**config.mk**
```make
export PLATFORM = sky130hd
export DESIGN_NAME = vtb_csub
export DESIGN_NICKNAME = d
export VERILOG_FILES = /design/src/sv/assert_macros.svh /design/src/sv/vtb_pkg.sv /design/src/sv/vtb_csub.sv
export SDC_FILE = /design/constraint.sdc
export NUM_CORES = 1
export LEC_CHECK = 0
export BUFFER_PORTS_ARGS = -buffer_cell sky130_fd_sc_hd__buf_2
export CAP_MARGIN = 20
export CORE_ASPECT_RATIO = 0.8
export CORE_MARGIN = 1
export CORE_UTILIZATION = 52
export DETAILED_ROUTE_END_ITERATION = 6
export PLACE_DENSITY = 0.85
export SETUP_SLACK_MARGIN = 0.05
export SYNTH_ARGS = -nofsm -noshare
export SYNTH_HDL_FRONTEND = slang
export SYNTH_SLANG_ARGS = --single-unit
```
**constraint.sdc**
```tcl
create_clock -name vclk -period 4.1
set_clock_uncertainty 0.2 [all_clocks]
set_input_delay 0.41 -clock vclk [all_inputs]
set_output_delay 0.41 -clock vclk [all_outputs]
set_load 0.02 [all_outputs]
```
**src/sv/assert_macros.svh**
```systemverilog
// assertion macros shared by the vertex transform block
// no dependencies
`ifndef ASSERT_MACROS_SVH
`define ASSERT_MACROS_SVH

// same-cycle implication, disabled during reset
`define ASSERT_IMPLIES(label, clk, rst_n, ante, cons, msg) \
  label: assert property (@(posedge clk) disable iff (!rst_n) (ante) |-> (cons)) \
    else $error(msg);

// next-cycle implication, disabled during reset
`define ASSERT_NEXT(label, clk, rst_n, ante, cons, msg) \
  label: assert property (@(posedge clk) disable iff (!rst_n) (ante) |=> (cons)) \
    else $error(msg);

`endif

```
**src/sv/vtb_pkg.sv**
```systemverilog
// shared widths and constants for the vertex transform block
// no dependencies
package vtb_pkg;

  localparam int COORD_FRAC_BITS = 16;

  localparam int NUM_REGS  = 6;
  localparam int REG_IDX_W = 3;
  localparam int REG_W     = 64;
  localparam int COORD_W   = 32;
  localparam int NORM_W    = 16;

  localparam int MUL_W  = 33;
  localparam int PROD_W = 2 * MUL_W;
  localparam int CS_W   = 63;

  localparam int IN_DATA_W  = 3 * COORD_W + 3 * NORM_W;
  localparam int IN_USER_W  = 2;
  localparam int OUT_DATA_W = 9 * COORD_W + 3 * NORM_W;

  typedef logic [REG_IDX_W-1:0] reg_idx_t;

  localparam logic [COORD_W-1:0] FX_ONE = COORD_W'(1) << COORD_FRAC_BITS;

  // identity matrix, zero translation
  localparam logic [REG_W-1:0] REG_RESET [NUM_REGS] = '{
    {FX_ONE, {COORD_W{1'b0}}},
    {REG_W{1'b0}},
    {{COORD_W{1'b0}}, FX_ONE},
    {REG_W{1'b0}},
    {REG_W{1'b0}},
    {FX_ONE, {COORD_W{1'b0}}}
  };

endpackage

```
**src/sv/vtb_csub.sv**
```systemverilog
// shared compare and restoring subtract step for square root and division
// depends on vtb_pkg
module vtb_csub import vtb_pkg::*; (
  input  logic [CS_W-1:0] x,
  input  logic [CS_W-1:0] y,
  output logic            ge,
  output logic [CS_W-1:0] res
);

  logic [CS_W:0] diff;

  assign diff = {1'b0, x} - {1'b0, y};
  assign ge   = ~diff[CS_W];
  assign res  = ge ? diff[CS_W-1:0] : x;

endmodule

```
==> results.yml <==
global_routing:
  gr-usage-all-layers_pct: 28.6
  grt_start_max_net_pins: 35
  grt_pass1_vias: 5076
  grt_first_pass_wirelength_mm: 22.7
  antenna_found_initial: 0
  globalRouteOverflowTotal: 0
sta:
  period_share_pct: 97.3
  layout_min_cycle_time_ns: 3.99
  hold_viol_final: 0
  relSlewSlack_pct: 40.8
  rsz0062_at_grt: "true"
  fmax_ghz: 0.251
  finalSetupViolCount: 0
  totalNegativeSetupSlack_ns: 0
  worst_slew_pin_slew_ns: 0.866
  timing_max_transition_violations_final: 0
  worst_hold_slack_ns: 0.982
cells_and_area:
  finalNetCount: 1096
  post_synthesis_to_final_layout_area_growth_pct: 29.3
  n_sequential_cell: 0
  multi_input_comb_area_mm2: 0.00443
  fillers: 751
  nClkBuffers: 0
  fin_area_mm2: 0.00617
  layout.area.seq_um2: 0
  insertedDiodeCount: 0
  final_layout_size_suffix_gt1_share_pct: 35.2
routing:
  post-route-drc-count: 0
  dr_total_vias: 5970
  viasPerCell: 5.88
  post_drt_wl_per_cell_um: 14.7
  antenna_left: 0
  totalWireLength_mm: 14.9
  drt_iter0_markers: 398
  drt_pre_antenna_iters: 5
floorplan:
  core_region_area_mm2: 0.00871
  die-width_um: 109
  die_y_um: 87.7
  floorplan.initialDensity_pct: 54.8
  row_count: 30
  floorplan.io_pins: 190
  design.die.area_mm2: 0.00957
power:
  clock_power_share_pct: 0
  p_comb_share_pct: 100.0
  net_load_switching_power_uw: 711
  cell_internal_pwr_uw: 550
  max-vdd-ir-drop_mv: 0.111
  leakagePower_uw: 0.00314
  power.density_cell_area_mw_per_mm2: 204
  switching_share_pct: 56.4
  seq_power_share_pct: 0
synthesis:
  synthTopCellsByCount: "82 x a21oi_1, 82 x inv_1, 63 x ha_1"
  synth_largest_area_cell: "ha_1"
  avg_cell_area_syn_um2: 6.79
  ys_types: 66
  synthesis.instances: 703
  synth_top_area_share_pct: 16.5
  cell_area_synth_mm2: 0.00478
  synthesis.nets: 893
  seq_area_frac_synth_pct: 0
  synth-warning-count: 0
  post_synth_main_area_contributors: "ha_1 17%, mux2_2 13%, a21oi_1 8.6%, xnor2_1 7.0%, inv_1 6.4%"
worst_hold_path:
  holdPathStages: 3
  hp-class: "input pin to primary output"
  min_delay_endpoint: "res[44]"
  holdCritStartpoint: "x[44]"
flow_run:
  cap_viol_max_count: 0
placed_design:
  dp_hpwl_mm: 12.4
  portBuffers: 190
  placed_cell_area_mm2: 0.00598
  final_estimated_routing_congestion_in_global_placement: 1.00
cts:
  ctsHoldBuffers: 0
outcome:
  outcome: "finished clean"
critical_path:
  timing.critical_path.to_type: "primary output"
  crit_path_start_kind: "input pin"
  max_fo_critical_path: 4
  worstPathArrival_ns: 3.38
  cp_data_required_time_ns: 3.49
  critical_path_class: "input pin to primary output"
what timing repair did:
item / 4_1_cts / 5_1_grt
buffers inserted: 0 / 6
endpoints found under the hold margin: 0 / 0
endpoints found under the setup margin: 8 / 58
gates resized for setup: 5 / 22
cloned: 0 / 1
pin swaps: 4 / 10
metrics by stage:
step	total power [µW]	setup WS (ns)	util, %	cells
after floorplan	845	0.339	-	703
final	1260	0.109	70.9	1016
after global routing	1360	-0.00417	70.9	1016
after CTS	1200	0.0540	69.0	1009
after global placement	1180	0.0228	68.7	1009
after detailed placement	1190	-0.0212	68.7	1009
how the worst max path moves through the flow:
stage | end | startpoint | slack (ns)
6_report | res[56] | x[2] | 0.11
5_1_grt | res[56] | x[2] | -0.004
4_1_cts | res[62] | x[0] | 0.05
3_5_place_dp | res[44] | x[0] | -0.02
3_3_place_gp | res[61] | y[18] | 0.02
2_1_floorplan | res[60] | x[0] | 0.34
worst max-delay path: stages:
cell	delay [ns]
buf_2	0.10
ha_1	0.30
nor2b_1	0.15
o2111a_2	0.28
nor3b_4	0.29
o31ai_4	0.12
a41o_1	0.29
a31oi_4	0.26
o21ai_2	0.08
buf_4	0.14
or4_1	0.50
a41o_1	0.28
buf_4	0.16
power by group through the flow:
stage,registers [µW],clock network [µW],logic (µW)
6_report,0,0,1260
5_1_grt,0,0,1360
3_5_place_dp,0,0,1190
4_1_cts,0,0,1200
3_3_place_gp,0,0,1180
2_1_floorplan,0,0,845
cells by family after synthesis:
logic type	count (synthesis)	synth area share (%)
AO/OA/AOI/OAI	229	31.2
XOR/XNOR	58	10.6
adder cells (fa/ha/maj)	64	16.9
buffers and inverters	112	9.59
multiplexers	56	13.2
AND/OR/NAND/NOR	184	18.5
cells in the final DEF (no fill, tap or decap), types with 6 or more instances in the layout:
cell type and instances:
buf_2 189, a211oi_1 7, xor2_1 20, o21a_1 12, nor3_1 19, mux2_2 56, nand2_1 58, nand3_1 11
nand2b_1 6, nor2_1 44, o21bai_1 12, buf_4 37, and3_1 7, a21o_1 24, xnor2_1 38, inv_1 81
ha_1 62, o21ai_0 36, nand4_1 17, a21oi_1 80
layout make-up:
class	count	share of cell area (%)
Multi-Input combinational cell	591	71.7
Tap cell	112	2.27
Inverter	83	5.05
Timing Repair Buffer	230	21.0
per-layer routing:
layer  up-vias  share of wire [%]  global-route usage [%]
met5         -                  0                       0
met4         0                1.8                    4.79
met3        34                7.7                    2.08
met2       313                 45                    48.3
met1      2682                 45                    40.0
li1       2941                  -                       -
Power figures use the tool's default switching activity.
