==> src/sv/assert_macros.svh <==
// assertion macros shared by the vertex transform block
// no dependencies
`ifndef ASSERT_MACROS_SVH
`define ASSERT_MACROS_SVH

// same-cycle implication, disabled during reset
`define ASSERT_IMPLIES(label, clk, rst_n, ante, cons, msg) \
  label: assert property (@(posedge clk) disable iff (!rst_n) (ante) |-> (cons)) \
    else $error(msg);

// next-cycle implication, disabled during reset
`define ASSERT_NEXT(label, clk, rst_n, ante, cons, msg) \
  label: assert property (@(posedge clk) disable iff (!rst_n) (ante) |=> (cons)) \
    else $error(msg);

`endif

==> src/sv/vtb_pkg.sv <==
// shared widths and constants for the vertex transform block
// no dependencies
package vtb_pkg;

  localparam int COORD_FRAC_BITS = 16;

  localparam int NUM_REGS  = 6;
  localparam int REG_IDX_W = 3;
  localparam int REG_W     = 64;
  localparam int COORD_W   = 32;
  localparam int NORM_W    = 16;

  localparam int MUL_W  = 33;
  localparam int PROD_W = 2 * MUL_W;
  localparam int CS_W   = 63;

  localparam int IN_DATA_W  = 3 * COORD_W + 3 * NORM_W;
  localparam int IN_USER_W  = 2;
  localparam int OUT_DATA_W = 9 * COORD_W + 3 * NORM_W;

  typedef logic [REG_IDX_W-1:0] reg_idx_t;

  localparam logic [COORD_W-1:0] FX_ONE = COORD_W'(1) << COORD_FRAC_BITS;

  // identity matrix, zero translation
  localparam logic [REG_W-1:0] REG_RESET [NUM_REGS] = '{
    {FX_ONE, {COORD_W{1'b0}}},
    {REG_W{1'b0}},
    {{COORD_W{1'b0}}, FX_ONE},
    {REG_W{1'b0}},
    {REG_W{1'b0}},
    {FX_ONE, {COORD_W{1'b0}}}
  };

endpackage

==> src/sv/vtb_mul.sv <==
// shared signed multiplier with registered product
// depends on vtb_pkg
module vtb_mul import vtb_pkg::*; (
  input  logic                     clk,
  input  logic                     en,
  input  logic signed [MUL_W-1:0]  op_a,
  input  logic signed [MUL_W-1:0]  op_b,
  output logic signed [PROD_W-1:0] prod_r
);

  always_ff @(posedge clk) begin
    if (en) begin
      prod_r <= op_a * op_b;
    end
  end

endmodule

==> config.mk <==
export PLATFORM = sky130hd
export DESIGN_NAME = vtb_mul
export DESIGN_NICKNAME = d
export VERILOG_FILES = /design/src/sv/assert_macros.svh /design/src/sv/vtb_pkg.sv /design/src/sv/vtb_mul.sv
export SDC_FILE = /design/constraint.sdc
export NUM_CORES = 2
export LEC_CHECK = 0
export BUFFER_PORTS_ARGS = -buffer_cell sky130_fd_sc_hd__buf_4
export CAP_MARGIN = 20
export CORE_MARGIN = 8
export CORE_UTILIZATION = 29
export DETAILED_ROUTE_END_ITERATION = 8
export PLACE_DENSITY_LB_ADDON = 0.3
export RECOVER_POWER = 50
export SYNTH_ARGS = -nofsm -noshare
export SYNTH_HDL_FRONTEND = slang
export SYNTH_SLANG_ARGS = --single-unit
==> constraint.sdc <==
create_clock -name clk -period 10.05 [get_ports clk]
set_input_delay 1.005 -clock clk [delete_from_list [all_inputs] [get_ports clk]]
set_output_delay 1.005 -clock clk [all_outputs]
set_load 0.01 [all_outputs]
==> run summary <==
STA
-----------------------------------------------------------------------------------------------------
Max-slew violations                                                                               102
Timing-limited maximum frequency                                                              109 MHz
Total negative setup slack                                                                       0 ns
Setup repair after global routing missed its margin                                             false
Transition time at the pin with the least slew margin                                         3.87 ns
Endpoints failing setup                                                                             0
Final Hold Violating Endpoints                                                                      0
Worst relative slew slack                                                                       -158%
Final critical-path required period                                                           9.14 ns
Final worst-path cycle share                                                                    91.0%

WORST SETUP PATH
-----------------------------------------------------------------------------------------------------
Type of origin of the critical path                                                      primary input
Category of cells accounting for the largest share of critical-path delay                 adder cells
CP max stage delay                                                                            1.33 ns
Category of the most critical setup path                                                       in2reg
Data arrival time of the critical path                                                        9.24 ns
Type of destination of the critical path                                                     register
Cell repeated most along the worst path                                                  sky130_fd_sc_hd__fa_1
Ordered list of cells on the worst path                                                  clkbuf_1 > nand2b_1 > fa_1 > fa_1 > inv_1 > fa_1 > fa_1 > fa_1 > fa_1 > fa_1 > inv_1 > fa_1 > inv_1 > ha_1 > a21oi_1 > o21ai_0 > a22oi_1 > nor2_1 > a211oi_4 > a21oi_2 > nor4b_2 > a311oi_1
Critical-path top delay cell                                                             sky130_fd_sc_hd__clkbuf_1
Buffers and inverters on the worst path                                                             4
Top fanout value on the critical path                                                              34
Required arrival time at the worst endpoint                                                  10.15 ns

FLOORPLAN
-----------------------------------------------------------------------------------------------------
Area of the core                                                                         142000 sq um
Die outline height                                                                             394 um
# IOs                                                                                             134
Die footprint                                                                            155000 sq um
Number of rows created at floorplan                                                               138
Initial Utilization                                                                             29.2%
X dimension of the die                                                                         394 um

PLACED DESIGN
-----------------------------------------------------------------------------------------------------
Number of buffers added on ports                                                                  133
Final GP Congestion                                                                             0.828
Dpl hpwl                                                                                     97200 um

GLOBAL ROUTING
-----------------------------------------------------------------------------------------------------
Number of antenna violations at the first check in global routing                                   6
Residual overflow from global routing                                                               0
Largest net degree at the start of global routing                                                  67
Global-route layer with the greatest usage                                                       met2
GR met3 Demand/Resource                                                                         2.04%
Global routing usage on met2                                                                    29.1%
Combined global-route utilization of all metal layers                                           16.1%
Met1 track demand over resource                                                                 19.7%
Vias in the first global route                                                                  32.1k
Global-route wire length before repair                                                      193000 um

CELLS AND AREA
-----------------------------------------------------------------------------------------------------
Net count, final                                                                                 5695
Synthesis-to-layout area growth                                                                 6.77%
Sequential cell area                                                                       1980 sq um
Filler instances                                                                                15.0k
Leading cell type in the layout, fill and taps excluded                                  sky130_fd_sc_hd__fa_1
Flip-flop count of the largest register, all copies and words added                                66
Multi-input combinational cell area                                                       34300 sq um
Share of layout cells above drive strength 1                                                    3.68%
Top register by number of flip-flops                                                           prod_r
Most frequent cells in the layout                                                        sky130_fd_sc_hd__fa_1 (1145), sky130_fd_sc_hd__inv_1 (1130), sky130_fd_sc_hd__and2_1 (561)
Leading registers by flop count                                                          prod_r: 66 flops
Utilization after layout                                                                        31.2%

YOSYS
-----------------------------------------------------------------------------------------------------
Post-Synth XOR/XNOR Area                                                                        1.44%
Post-synthesis share of cell area spent on full adders, half adders and majority gates          61.9%
Nets in the synthesized netlist                                                                  5768
Yosys Warn Count                                                                                    0
EDFF count, synth                                                                                  66
Synth Flop Type                                                                          sky130_fd_sc_hd__edfxtp_1
Post-synth cell types                                                                              80
Post-Syn Area per Cell                                                                     9.54 sq um
Sequential element share of the synthesized area                                                4.79%
Share of synthesized area spent on multiplexers                                                    0%
Combinational family with the most area after synthesis                                   adder cells
Register bit count reported by yosys                                                               66
Post-Synthesis Cell Area                                                                  41400 sq um
Post-Synth Simple-Gate Area                                                                     15.5%
Compound-gate portion of the synthesized area                                                   4.00%
Syn Inst Count                                                                                   4338
Proportion of register bits with asynchronous set or reset after synthesis                         0%

OUTCOME
-----------------------------------------------------------------------------------------------------
Result of the run                                                                        finished, violations left
Violated checks                                                                          capacitance limit, slew limit

ROUTING
-----------------------------------------------------------------------------------------------------
Initial detailed-routing violation count                                                         1456
Detailed Route WL                                                                           124000 um
Via density per instance                                                                         4.66
Wire per inst                                                                                 20.1 um
Router iterations before antenna repair                                                             6
# DRC                                                                                               0
Vias                                                                                            28.7k
Remaining number of nets flagged by the antenna check after routing                                 0

CTS
-----------------------------------------------------------------------------------------------------
CTS tree                                                                                        built
Count of buffers added by post-CTS timing repair for setup                                          0
CTS Buffer Depth                                                                                    2
Cell at the root of the clock tree                                                       sky130_fd_sc_hd__clkbuf_16
Clock edge transition at the registers on the reported setup and hold paths                   0.06 ns
CTS H-Tree Depth                                                                                    3
Clock buffer count from CTS                                                                         9
TritonCTS Sinks                                                                                    66
Post-cts gate resize count                                                                          0
Quantity of hold-fixing buffers added after cts                                                     0

RUN
-----------------------------------------------------------------------------------------------------
Max-capacitance violation count                                                                     2

HOLD PATH
-----------------------------------------------------------------------------------------------------
Worst Hold Class                                                                               in2reg

-- routing by layer --
metal  share of wire, %  vias up
met5              0.025        -
met4                4.0        4
met3                4.5      219
met2                 52      766
met1                 39    15500
li1                   -    12300
-- kinds of logic after synthesis --
| kind of cell | Yosys count |
|---|---|
| AND/OR/NAND/NOR | 1271 |
| XOR/XNOR | 68 |
| flip-flops | 66 |
| AO/OA/AOI/OAI | 219 |
| buffers and inverters | 1352 |
| adder cells (fa/ha/maj) | 1362 |
-- worst paths after layout --
path | from | depth (start not counted) | end | slack [ns]
setup / recovery | op_a[0] | 22 | prod_r[58]$_DFFE_PP_ | 0.91
hold / removal | op_b[0] | 2 | prod_r[0]$_DFFE_PP_ | 1.23
-- Yosys cell counts (6+ instances only) --
library cell               instances  area share (%)
sky130_fd_sc_hd__a211o_1           6            0.13
sky130_fd_sc_hd__a21oi_1          57            0.69
sky130_fd_sc_hd__a21o_1           36            0.65
sky130_fd_sc_hd__fa_1           1145              55
sky130_fd_sc_hd__o21ai_0          25            0.30
sky130_fd_sc_hd__o21a_1            6            0.11
sky130_fd_sc_hd__and2_1          562             8.5
sky130_fd_sc_hd__xnor2_1          43            0.91
sky130_fd_sc_hd__xor2_1           25            0.53
sky130_fd_sc_hd__ha_1            217             6.6
sky130_fd_sc_hd__buf_2            11            0.13
sky130_fd_sc_hd__clkbuf_1        208             1.9
sky130_fd_sc_hd__nand3_1          25            0.30
sky130_fd_sc_hd__o21bai_1         11            0.20
sky130_fd_sc_hd__nand2b_1         12            0.18
sky130_fd_sc_hd__a31oi_1           8            0.12
sky130_fd_sc_hd__a211oi_1          7            0.13
sky130_fd_sc_hd__nor2_1           68            0.62
sky130_fd_sc_hd__nand4_1          11            0.17
sky130_fd_sc_hd__inv_1          1131              10
sky130_fd_sc_hd__nor3_1            7           0.085
sky130_fd_sc_hd__nand2_1         551             5.0
sky130_fd_sc_hd__o21ai_1           6           0.073
sky130_fd_sc_hd__edfxtp_1         66             4.8
-- final cells by class --
cell class	count	area share (%)
clock buffer	10	0.518
inverter	1131	9.61
multi-input combinational	2920	77.6
tap	1890	5.35
antenna	8	0.0453
clock inverter	6	0.260
timing repair buffer	137	2.09
sequential	66	4.48
-- per-stage QoR --
stage	cell area [sq um]	std cells	setup WS, ns	hold WS [ns]
finish	44200	6168	0.908	1.23
CTS	44300	6159	1.26	1.20
global placement	43900	6143	1.02	1.42
detailed placement	43900	6143	0.928	1.42
global route	44200	6162	0.592	1.21
floorplan	41400	4338	1.68	1.12
Power is not shown: default switching activity piles up to over one toggle a cycle in this logic, so the estimate is an artifact.
